File: config.mk
export PLATFORM = sky130hd
export DESIGN_NAME = sph_ctrl
export DESIGN_NICKNAME = d
export VERILOG_FILES = /design/src/rtl/sph_pkg.sv /design/src/rtl/sph_ctrl.sv
export SDC_FILE = /design/constraint.sdc
export NUM_CORES = 1
export LEC_CHECK = 0
export BUFFER_PORTS_ARGS = -buffer_cell sky130_fd_sc_hd__buf_2
export CORE_MARGIN = 5
export CORE_UTILIZATION = 40
export DETAILED_ROUTE_END_ITERATION = 10
export GPL_ROUTABILITY_DRIVEN = 1
export PLACE_DENSITY = 0.62
export SLEW_MARGIN = 15
export SYNTH_ARGS = -nofsm -noshare
export SYNTH_HDL_FRONTEND = slang
export SYNTH_SLANG_ARGS = --single-unit
File: constraint.sdc
create_clock -name i_clk -period 4.7 [get_ports i_clk]
set_input_delay 0.94 -clock i_clk [delete_from_list [all_inputs] [get_ports i_clk]]
set_output_delay 0.94 -clock i_clk [all_outputs]
set_load 0.01 [all_outputs]
File: src/rtl/sph_pkg.sv
// Shared constants, datapath command codes and command struct for the service port hash.
package sph_pkg;

    // FNV-1a 64-bit hash constants; the prime is 2^40 + 0x1b3
    localparam logic [63:0] FNV_BASIS       = 64'hCBF2_9CE4_8422_2325;
    localparam int          FNV_PRIME_SHIFT = 40;
    localparam logic [8:0]  FNV_PRIME_LO    = 9'h1B3;

    // splitmix64 mixer constants
    localparam logic [63:0] MIX_GAMMA = 64'h9E37_79B9_7F4A_7C15;
    localparam logic [63:0] MIX_MUL1  = 64'hBF58_476D_1CE4_E5B9;
    localparam logic [63:0] MIX_MUL2  = 64'h94D0_49BB_1331_11EB;

    // Round count saturation
    localparam logic [15:0] MAX_RETRIES = 16'd255;

    // Port mapping: ((h & 0xFFF) * 677) / 100 + 5001
    localparam int          PORT_W      = 15;
    localparam logic [21:0] PORT_MUL    = 22'd677;
    localparam logic [PORT_W-1:0] PORT_BASE = 15'd5001;
    // Divide by 100 as multiply by ceil(2^29 / 100), exact for products below 2^22
    localparam int          RECIP_SHIFT = 29;
    localparam logic [22:0] RECIP_MUL   = 23'd5368710;

    // Datapath operations
    typedef enum logic [3:0] {
        DP_NOP,
        DP_FOLD,
        DP_GAMMA,
        DP_MUL_LL,
        DP_MUL_LH,
        DP_MUL_HL,
        DP_XOR27,
        DP_XOR31,
        DP_SCALE,
        DP_RECIP,
        DP_EMIT
    } t_dp_op;

    // Command from controller to datapath
    typedef struct packed {
        t_dp_op op;
        logic   mul_sel;   // 0: first mixer multiplier, 1: second
    } t_dp_cmd;

endpackage

File: src/rtl/sph_ctrl.sv
// Controller: request handshakes, mixer round sequencing and result valid.
module sph_ctrl (
    input  logic             i_clk,
    input  logic             i_rst_n,
    input  logic             i_valid,
    output logic             o_ready,
    input  logic             i_byte_valid,
    input  logic             i_last,
    input  logic [7:0]       i_retry_count,
    output logic             o_valid,
    input  logic             i_ready,
    output sph_pkg::t_dp_cmd o_cmd
);

    typedef enum logic [3:0] {
        S_IDLE,
        S_GAMMA,
        S_MUL0,
        S_MUL1,
        S_MUL2,
        S_XOR27,
        S_XOR31,
        S_SCALE,
        S_RECIP,
        S_EMIT
    } t_state;

    t_state     r_state;
    logic       r_out_valid;
    logic [7:0] r_rounds;
    logic       r_second;

    logic       w_accept;
    logic       w_can_emit;
    logic [7:0] w_rounds;

    assign o_ready    = (r_state == S_IDLE);
    assign o_valid    = r_out_valid;
    assign w_accept   = i_valid && o_ready;
    assign w_can_emit = !r_out_valid || i_ready;

    // Saturate the round count
    assign w_rounds = ({8'd0, i_retry_count} > sph_pkg::MAX_RETRIES)
                    ? sph_pkg::MAX_RETRIES[7:0] : i_retry_count;

    // Drive the datapath command
    always_comb begin
        o_cmd.op      = sph_pkg::DP_NOP;
        o_cmd.mul_sel = r_second;
        case (r_state)
            S_IDLE:  if (w_accept && i_byte_valid) o_cmd.op = sph_pkg::DP_FOLD;
            S_GAMMA: o_cmd.op = sph_pkg::DP_GAMMA;
            S_MUL0:  o_cmd.op = sph_pkg::DP_MUL_LL;
            S_MUL1:  o_cmd.op = sph_pkg::DP_MUL_LH;
            S_MUL2:  o_cmd.op = sph_pkg::DP_MUL_HL;
            S_XOR27: o_cmd.op = sph_pkg::DP_XOR27;
            S_XOR31: o_cmd.op = sph_pkg::DP_XOR31;
            S_SCALE: o_cmd.op = sph_pkg::DP_SCALE;
            S_RECIP: o_cmd.op = sph_pkg::DP_RECIP;
            S_EMIT:  if (w_can_emit) o_cmd.op = sph_pkg::DP_EMIT;
            default: o_cmd.op = sph_pkg::DP_NOP;
        endcase
    end

    // Hold state, round count and result valid
    always_ff @(posedge i_clk) begin
        if (!i_rst_n) begin
            r_state     <= S_IDLE;
            r_out_valid <= 1'b0;
            r_rounds    <= 8'd0;
            r_second    <= 1'b0;
        end else begin
            // Drop a taken result; the emit step reloads it itself
            if (r_out_valid && i_ready && r_state != S_EMIT) begin
                r_out_valid <= 1'b0;
            end
            case (r_state)
                S_IDLE: begin
                    if (w_accept && i_last) begin
                        r_rounds <= w_rounds;
                        r_state  <= (w_rounds == 8'd0) ? S_SCALE : S_GAMMA;
                    end
                end
                S_GAMMA: begin
                    r_second <= 1'b0;
                    r_state  <= S_MUL0;
                end
                S_MUL0:  r_state <= S_MUL1;
                S_MUL1:  r_state <= S_MUL2;
                S_MUL2:  r_state <= r_second ? S_XOR31 : S_XOR27;
                S_XOR27: begin
                    r_second <= 1'b1;
                    r_state  <= S_MUL0;
                end
                S_XOR31: begin
                    r_rounds <= r_rounds - 8'd1;
                    r_state  <= (r_rounds == 8'd1) ? S_SCALE : S_GAMMA;
                end
                S_SCALE: r_state <= S_RECIP;
                S_RECIP: r_state <= S_EMIT;
                S_EMIT: begin
                    if (w_can_emit) begin
                        r_out_valid <= 1'b1;
                        r_state     <= S_IDLE;
                    end
                end
                default: r_state <= S_IDLE;
            endcase
        end
    end

    // A released result shows up valid and the block returns to idle
    a_emit_valid: assert property (@(posedge i_clk) disable iff (!i_rst_n)
        (r_state == S_EMIT && w_can_emit) |=> (r_out_valid && r_state == S_IDLE))
        else $error("result not presented after emit");

    // A last request with no rounds goes straight to scaling
    a_zero_rounds: assert property (@(posedge i_clk) disable iff (!i_rst_n)
        (w_accept && i_last && w_rounds == 8'd0) |=> (r_state == S_SCALE))
        else $error("zero-round request entered the mixer");

    // The final round ends in scaling
    a_last_round: assert property (@(posedge i_clk) disable iff (!i_rst_n)
        (r_state == S_XOR31 && r_rounds == 8'd1) |=> (r_state == S_SCALE))
        else $error("mixer ran past its round count");

    // The first multiply of a round is followed by its xor-shift
    a_first_mul: assert property (@(posedge i_clk) disable iff (!i_rst_n)
        (r_state == S_MUL2 && !r_second) |=> (r_state == S_XOR27 && r_second == 1'b0))
        else $error("mixer step order broken");

endmodule

==> reports/qor.csv, run 1 <==
stage,metric,value,unit
run_status,status,completed,
worst_hold_path,holdPathEnd,r_rounds[5]$_SDFFE_PN0P_,
placement,hpwl,1.47,mm
synthesis,yosys.area.top_type_share,32.1,%
pwr,power_frac_seq,51.2,%
drt,drc,0,
sta,worst_pin_slew,0.531,ns
drt,drt-total-wl,2.01,mm
finish,drive_gt1_share,23.8,%
pwr,internal-power,0.185,mW
finish,area_growth,16.4,%
placement,io_buffers,20,
grt,grt_usage,12.8,%
sta,slew_viol_final,0,
cts,clk_latency,0.28,ns
worst_setup_path,cp_max_fo,14,
synthesis,async_flop_share,0,%
cts,cts_setup_buffers,0,
drt,wl_per_cell,13.0,µm
floorplan,die_w,56.7,µm
finish,final_util,47.2,%
job,drv_cap,0,
drt,antenna_left,0,
synthesis,synth_seq_cells,14,
sta,final.setup_skew,0.00752,ns
sta,slew_headroom,64.6,%
pwr,p_leak,0.382,nW
synthesis,synth_ff_type,dfxtp_1,
sta,fmax,0.382,GHz
synthesis,synth_edf_count,0,
sta,rsz0062_at_grt,false,
floorplan,core_region_area,2150,µm²
sta,hold_viol,0,
synthesis,synth_top_area_cell,dfxtp_1,
worst_hold_path,min_path_cells,2,
pwr,worst_ir_drop_vdd,0.139,mV
finish,nNetsFinal,143,
worst_setup_path,crit_type,flop to output pin,
sta,tns,0,ns
worst_hold_path,hp-class,flop to flop,
synthesis,seq_area_frac_synth,32.1,%
drt,drtPass1Iterations,4,
finish,antennaDiodeCount,0,
floorplan,ioPinCount,21,
pwr,p_switching,0.0643,mW
synthesis,syn_area,872,µm²
worst_setup_path,worst-endpoint-arrival,1.68,ns
sta,fin_crit,2.62,ns
synthesis,synth_area_leaders,"dfxtp_1 32%, nand2_1 5.6%, a21oi_1 5.2%",
drt,vias,861,
cts,cts-htree-levels,1,
cts,clock-sinks,14,
worst_setup_path,rrSetupSlack,2.74,ns
synthesis,synth_cells,108,
drt,drt_iter0_drc,15,
worst_hold_path,hp-start,r_rounds[5]$_SDFFE_PN0P_,
cts,cts-buffers-inserted,3,
sta,setup_viol_count_final,0,
cts,hold_buffers,0,
floorplan,rows,17,
worst_setup_path,r2r_start,r_state[2]$_SDFFE_PN0P_,
floorplan,initial_core_util,40.6,%
grt,grt_max_degree,17,
worst_setup_path,rr_worst_depth,4,
cts,ctsResizeCount,0,
drt,vias_per_cell,5.59,
grt,antenna_found_initial,0,
worst_setup_path,startpoint_type,flop,
worst_setup_path,cp-end-kind,output pin,
pwr,p_per_area,246,nW/µm²
cts,cts_tree,built,
sta,fin_crit_sh,55.7,%
cts,clk_path_buf_depth,2,
cts,clkTransAtPathRegs,0.09,ns
placement,finalWeightedCongestion,0.785,
floorplan,fp.dieH,56.7,µm
grt,grt_pass1_vias,733,
floorplan,dieArea,3210,µm²
grt,grt-ovfl-total,0,
synthesis,ys_warn_count,0,
cts,cts-root-buf,clkbuf_4,
worst_setup_path,regToRegEndpoint,r_rounds[7]$_SDFFE_PN0P_,
synthesis,syn_nets,124,
pwr,clkPwrFrac,35.4,%
grt,grt_pass1_wl,3.22,mm
synthesis,synthDistinctLibCells,43,
synthesis,syn_area_per_cell,8.07,µm²
pwr,swShare,25.8,%
pwr,comb_power_share,13.4,%
worst_setup_path,crit_required,3.76,ns
==> how the worst max path moves through the flow <==
stage | from | endpoint | slack (ns) | depth (start not counted)
global placement | i_ready | o_cmd[4] | 2.15 | 5
CTS | r_state[2]$_SDFFE_PN0P_ | o_cmd[1] | 2.07 | 4
floorplan | i_ready | o_cmd[4] | 2.37 | 3
global route | r_state[0]$_SDFFE_PN0P_ | o_cmd[4] | 1.98 | 4
finish | r_state[2]$_SDFFE_PN0P_ | o_cmd[1] | 2.08 | 4
detailed placement | i_ready | o_cmd[4] | 2.12 | 5
==> synthesized netlist by cell type, drive strengths merged (2+ instances only) <==
cell,n
dfxtp,14
nand2,13
a21oi,9
nor2,8
a31oi,6
nand3,5
nor3b,5
buf,3
clkbuf,3
nor4,3
or3,3
and3,2
ha,2
inv,2
nor3,2
o211ai,2
o311ai,2
or4,2
==> metal layers <==
metal | track usage (%) | routed length, µm
met1 | 17.6 | 931
met2 | 18.5 | 913
met3 | 2.30 | 119
met4 | 7.12 | 42
met5 | 0 | 0
==> placed cells by master, fill, tap and decap left out, drive strengths merged, types with 3 or more instances in the layout <==
cell type  count
nor3b          5
nand3          5
a31oi          6
nor4           3
nand2         13
a21oi          9
nor2           8
or3            3
clkbuf         4
buf           20
dfxtp         14
==> stage by stage <==
step	cells	cell area (µm²)	hold slack, ns	total power, mW	setup slack, ns
3_5_place_dp	150	978	0.480	0.164	2.12
3_3_place_gp	150	978	0.482	0.164	2.15
4_1_cts	154	1010	0.492	0.253	2.07
2_1_floorplan	108	872	0.465	0.151	2.37
5_1_grt	154	1010	0.513	0.263	1.98
6_report	154	1010	0.492	0.250	2.08
==> logic make-up (layout without fill, tap and decap cells) <==
| family | after synthesis | after routing | synth area share (%) |
|---|---|---|---|
| xor gates and xnor gates | 2 | 2 | 2.01 |
| buffers and inverters | 9 | 27 | 4.59 |
| muxes | 1 | 1 | 1.15 |
| AOI/OAI and AO/OA | 30 | 30 | 23.0 |
| and+or+nand+nor | 50 | 50 | 34.3 |
| DFF | 14 | 14 | 32.1 |
| adders and majority gates | 2 | 2 | 2.87 |
==> power groups by stage <==
| stage | logic (mW) | clock network [mW] | registers, mW |
|---|---|---|---|
| 2_1_floorplan | 0.0227 | 0 | 0.128 |
| 3_3_place_gp | 0.0332 | 0 | 0.130 |
| 3_5_place_dp | 0.0334 | 0 | 0.131 |
| 4_1_cts | 0.0336 | 0.0912 | 0.128 |
| 5_1_grt | 0.0383 | 0.0956 | 0.129 |
| 6_report | 0.0334 | 0.0883 | 0.128 |
==> cell type report <==
cell class,instances,area (µm²)
Sequential cell,14,280
Fill cell,229,1130
Inverter,3,11.3
Clock buffer,4,36.3
Timing Repair Buffer,20,100
Tap cell,28,35.0
Multi-Input combinational cell,85,552
==> flip-flops by register name, summed over array words and instances, names as in the netlist <==
signal and flops:
r_rounds 8, r_state 4, r_second 1, o_valid 1
==> worst max-delay path: stages (launching register included) <==
cell and delay, ns:
dfxtp_1 0.48, or2_2 0.38, a21oi_1 0.19, a21boi_0 0.19, buf_2 0.15
No activity file was read; power rests on OpenSTA's default activity.
==> run 2, diff against run 1 <==
PLACE_DENSITY = 0.64   (was 0.62)
clock period = 2.1 ns   (was 4.7 ns; I/O delays follow)
==> reports/qor.csv, run 2 (synthesis results as in run 1) <==
stage,metric,value,unit,change
placement,finalWeightedCongestion,0.816,,+3.9%
finish,final_cell_mix,"20 x buf_2, 13 x nand2_1, 13 x dfxtp_1, 9 x a21oi_1, 8 x nor2_1",,
worst_setup_path,cp_max_fo,12,,-2
grt,grt_usage,14.9,%,+2.1 points
grt,grt-busiest-layer,met2,,
worst_setup_path,cpPeakStageDelay,0.41,ns,-0.07 ns
drt,drt-total-wl,2.16,mm,+7.7%
job,drv_cap,0,,unchanged
finish,area_growth,19.9,%,
sta,slew_headroom,77.6,%,+13 points
sta,tns,0,ns,unchanged
pwr,worst_ir_drop_vdd,0.348,mV,+150%
sta,hold_viol,0,,unchanged
floorplan,die_w,56.7,µm,unchanged
worst_setup_path,crit_required,1.68,ns,-2.08 ns
cts,cts-buffers-inserted,3,,unchanged
cts,clk_path_buf_depth,2,,unchanged
finish,reg_top3,"r_rounds: 8 flops, r_state: 4 flops",,
placement,io_buffers,20,,unchanged
drt,vias_per_cell,5.60,,+0.19%
grt,grt_pass1_vias,828,,+13%
worst_setup_path,worstPathCellList,or2_2 > a21oi_1 > a21boi_0 > buf_2,,
sta,worst_pin_slew,0.336,ns,-0.195 ns
cts,hold_buffers,0,,unchanged
cts,clock-sinks,14,,unchanged
cts,cts-root-buf,clkbuf_4,,
sta,layout_setup_ws,0.151,ns,-1.93 ns
sta,rsz0062_at_grt,false,,
drt,drt_iter0_drc,13,,-2
floorplan,fp.dieH,56.7,µm,unchanged
finish,layout_commonest_cell,buf_2,,
cts,clk_latency,0.28,ns,about the same
finish,final_util,48.7,%,+1.5 points
finish,top_register,r_rounds,,
grt,antenna_found_initial,0,,unchanged
drt,drtPass1Iterations,4,,unchanged
worst_setup_path,cp-end-kind,output pin,,
finish,instances_no_fill,158,,+2.6%
sta,fin_crit,1.95,ns,
sta,fin_crit_sh,92.8,%,
finish,ff_latch_area,282,µm²,+0.45%
worst_setup_path,startpoint_type,flop,,
pwr,p_leak,0.403,nW,+5.5%
sta,slew_viol_final,0,,unchanged
finish,nNetsFinal,147,,+2.8%
drt,vias,885,,+2.8%
sta,final.setup_skew,0.00122,ns,-0.00630 ns
grt,grt_pass1_wl,3.77,mm,+17%
drt,antenna_left,0,,unchanged
cts,cts-htree-levels,1,,unchanged
worst_setup_path,slowest_stage,dfxtp_2,,
grt,grt_use_met2,21.8,%,+3.3 points
finish,n_fill_cell,208,,-9.2%
drt,drc,0,,unchanged
worst_setup_path,cpLargestDelayFamily,flip-flops,,
cts,clkTransAtPathRegs,0.10,ns,about the same
cts,ctsResizeCount,1,,+1
worst_setup_path,path_buf_inv,1,,unchanged
floorplan,core_region_area,2150,µm²,unchanged
cts,cts_setup_buffers,0,,unchanged
floorplan,dieArea,3210,µm²,unchanged
sta,fmax,0.513,GHz,
finish,multi_input_area,552,µm²,unchanged
worst_setup_path,crit_type,flop to output pin,,
sta,setup_viol_count_final,0,,unchanged
finish,antennaDiodeCount,0,,unchanged
grt,grt_max_degree,14,,-3
grt,grt-ovfl-total,0,,unchanged
worst_setup_path,worst-endpoint-arrival,1.53,ns,-0.15 ns
floorplan,initial_core_util,40.6,%,unchanged
placement,dp.cells,154,,+2.7%
floorplan,ioPinCount,21,,unchanged
cts,cts_tree,built,,
placement,hpwl,1.66,mm,+13%
finish,largest_register_ffs,8,,unchanged
grt,grt_util_met3,4.60,%,+2.3 points
finish,drive_gt1_share,26.9,%,+3.1 points
worst_hold_path,hp-class,primary input to flop,,
grt,grtUsageMet1,20.1,%,+2.5 points
pwr,p_per_area,546,nW/µm²,+120%
sta,holdWs,0.380,ns,-0.112 ns
placement,place_ws,0.214,ns,-1.91 ns
drt,wl_per_cell,13.7,µm,+5.0%
run_status,status,completed,,
floorplan,rows,17,,unchanged
-- run 2: changes by cell type in the layout (fill, tap and decap cells not counted) --
cell	delta
dfxtp_2	+1
buf_4	+4
dfxtp_1	-1
-- run 2: path summary, 6_finish.rpt --
check	from	slack, ns	endpoint	depth (start not counted)
setup / recovery	r_state[1]$_SDFFE_PN0P_	0.15	o_cmd[1]	4
hold reg to reg	r_rounds[5]$_SDFFE_PN0P_	0.51	r_rounds[5]$_SDFFE_PN0P_	2
hold / removal	i_rst_n	0.38	r_rounds[1]$_SDFFE_PN0P_	2
setup reg to reg	r_state[3]$_SDFFE_PN0P_	0.31	r_rounds[7]$_SDFFE_PN0P_	4
-- run 2: power by group --
part	switching, mW	internal (mW)	total [mW]	leakage (nW)
clock network	0.0982	0.105	0.204	0.0210
logic	0.0464	0.0378	0.0842	0.268
registers	0.00910	0.275	0.284	0.114
-- run 2: worst reg2reg max path: stages (launching register included) --
cell and delay, ns:
dfxtp_1 0.42, nand4bb_4 0.26, or4_4 0.47, or4_1 0.41, a31oi_1 0.16
-- run 2: area by class of cell --
cell class,instances,share of cell area (%)
multi-input combinational,85,52.8
inverter,3,1.08
tap,28,3.35
timing repair buffer,24,12.4
clock buffer,4,3.47
sequential,14,26.9
-- run 2: metrics by stage --
step                      area, µm²  total power [mW]
after floorplan                 872             0.337
after detailed placement       1010             0.373
final                          1050             0.572
after CTS                      1050             0.574
after global placement         1010             0.372
after global routing           1050             0.603
-- run 2: per-layer routing --
metal	up-vias	share of wire (%)	wire [µm]
li1	452	-	-
met1	415	50	1080
met2	16	46	993
met3	2	3.2	69
met4	0	0.65	14
met5	-	0	0
==> run 3, diff against run 2 <==
REMOVE_ABC_BUFFERS = 1   (was not set)
==> reports/qor.csv, run 3 (synthesis results as in run 1) <==
stage,metric,value,unit,change
sta,slew_headroom,75.7,%,-1.9 points
floorplan,fp.dieH,56.7,µm,unchanged
cts,cts_setup_buffers,0,,unchanged
pwr,total_power,0.558,mW,-2.4%
finish,antennaDiodeCount,0,,unchanged
cts,clk_path_buf_depth,2,,unchanged
worst_setup_path,cp-end-kind,output pin,,
sta,fmax,0.521,GHz,+1.5%
drt,antenna_left,0,,unchanged
finish,final_cell_mix,"20 x buf_2, 13 x nand2_1, 12 x dfxtp_1, 9 x a21oi_1, 8 x nor2_1",,
floorplan,rows,17,,unchanged
cts,cts-buffers-inserted,3,,unchanged
finish,reg_top3,"r_rounds: 8 flops, r_state: 4 flops",,
worst_hold_path,hp-class,primary input to flop,,
drt,vias,862,,-2.6%
cts,clkTransAtPathRegs,0.08,ns,-0.02 ns
worst_setup_path,startpoint_type,flop,,
sta,setup_viol_count_final,0,,unchanged
floorplan,dieArea,3210,µm²,unchanged
sta,slew_viol_final,0,,unchanged
finish,drive_gt1_share,27.7,%,+0.77 points
sta,final.setup_skew,0.00412,ns,+0.00290 ns
sta,worst_pin_slew,0.361,ns,+0.0257 ns
floorplan,core_region_area,2150,µm²,unchanged
sta,holdWs,0.386,ns,+0.00570 ns
floorplan,initial_core_util,40.6,%,unchanged
grt,grt_max_degree,14,,unchanged
sta,rsz0062_at_grt,false,,
grt,grt-ovfl-total,0,,unchanged
worst_hold_path,min_path_cells,2,,unchanged
worst_setup_path,worst-endpoint-arrival,1.50,ns,-0.03 ns
drt,drtPass1Iterations,4,,unchanged
placement,finalWeightedCongestion,0.756,,-7.3%
cts,cts_tree,built,,
finish,layout_commonest_cell,buf_2,,
finish,top_register,r_rounds,,
finish,largest_register_ffs,8,,unchanged
finish,nNetsFinal,147,,unchanged
grt,grt_pass1_wl,3.44,mm,-8.6%
cts,cts-htree-levels,1,,unchanged
pwr,worst_ir_drop_vdd,0.312,mV,-10%
pwr,p_per_area,533,nW/µm²,-2.5%
job,drv_cap,0,,unchanged
grt,antenna_found_initial,0,,unchanged
grt,grt_pass1_vias,788,,-4.8%
worst_setup_path,rr_worst_depth,4,,unchanged
drt,drt-total-wl,2.01,mm,-6.9%
drt,wl_per_cell,12.7,µm,-6.9%
worst_setup_path,cp_max_fo,7,,-5
floorplan,ioPinCount,21,,unchanged
sta,fin_crit,1.92,ns,-0.0289 ns
drt,vias_per_cell,5.46,,-2.6%
sta,tns,0,ns,unchanged
placement,hpwl,1.59,mm,-3.8%
placement,io_buffers,20,,unchanged
drt,drt_iter0_drc,13,,unchanged
cts,clock-sinks,14,,unchanged
finish,area_growth,20.1,%,
floorplan,die_w,56.7,µm,unchanged
worst_setup_path,crit_type,flop to output pin,,
grt,grt_usage,13.4,%,-1.5 points
pwr,p_leak,0.404,nW,+0.27%
worst_setup_path,crit_required,1.68,ns,about the same
cts,cts-root-buf,clkbuf_4,,
run_status,status,completed,,
sta,hold_viol,0,,unchanged
worst_setup_path,rrSetupSlack,0.31,ns,about the same
sta,fin_crit_sh,91.4,%,-1.4 points
drt,drc,0,,unchanged
cts,clk_latency,0.27,ns,about the same
run 3: cell type report:
type,count,area (µm²)
sequential,14,283
tap,28,35.0
timing repair buffer,24,130
inverter,3,11.3
multi-input combinational,85,552
fill,225,1100
clock buffer,4,36.3
run 3: timing repair:
| item | CTS | global route |
|---|---|---|
| hold buffers | 0 | 0 |
| setup endpoints to repair | 0 | 2 |
| endpoints found under the hold margin | 0 | 0 |
| gates resized for setup | 0 | 3 |
run 3: critical path, cell delays in order (launching register included):
cell and delay (ns):
dfxtp_1 0.40, or2_2 0.34, a21oi_1 0.17, a21boi_1 0.17, buf_2 0.14
run 3: path summary, 6_finish.rpt:
kind,startpoint,endpoint
setup / recovery,r_state[2]$_SDFFE_PN0P_,o_cmd[1]
hold / removal,i_rst_n,r_rounds[1]$_SDFFE_PN0P_
setup reg to reg,r_state[2]$_SDFFE_PN0P_,r_rounds[7]$_SDFFE_PN0P_
hold reg to reg,r_rounds[5]$_SDFFE_PN0P_,r_rounds[5]$_SDFFE_PN0P_
run 3: power breakdown:
part / leakage, nW / switching [mW] / internal [mW]
combinational: 0.268 / 0.0427 / 0.0378
sequential: 0.115 / 0.0111 / 0.275
clock: 0.0210 / 0.0862 / 0.105
run 3: metrics by stage:
stage	setup slack, ns	util [%]	cells	area [µm²]
after floorplan	0.336	-	102	843
after global placement	0.281	46.9	154	1010
after detailed placement	0.243	46.9	154	1010
after CTS	0.0305	48.6	158	1040
after global routing	0.00765	48.7	158	1050
final	0.180	48.7	158	1050
run 3: per-layer routing:
| layer | track usage (%) | wire, µm |
|---|---|---|
| met5 | 0 | 0 |
| met4 | 4.07 | 14 |
| met3 | 2.99 | 75 |
| met2 | 22.4 | 994 |
| met1 | 16.8 | 924 |
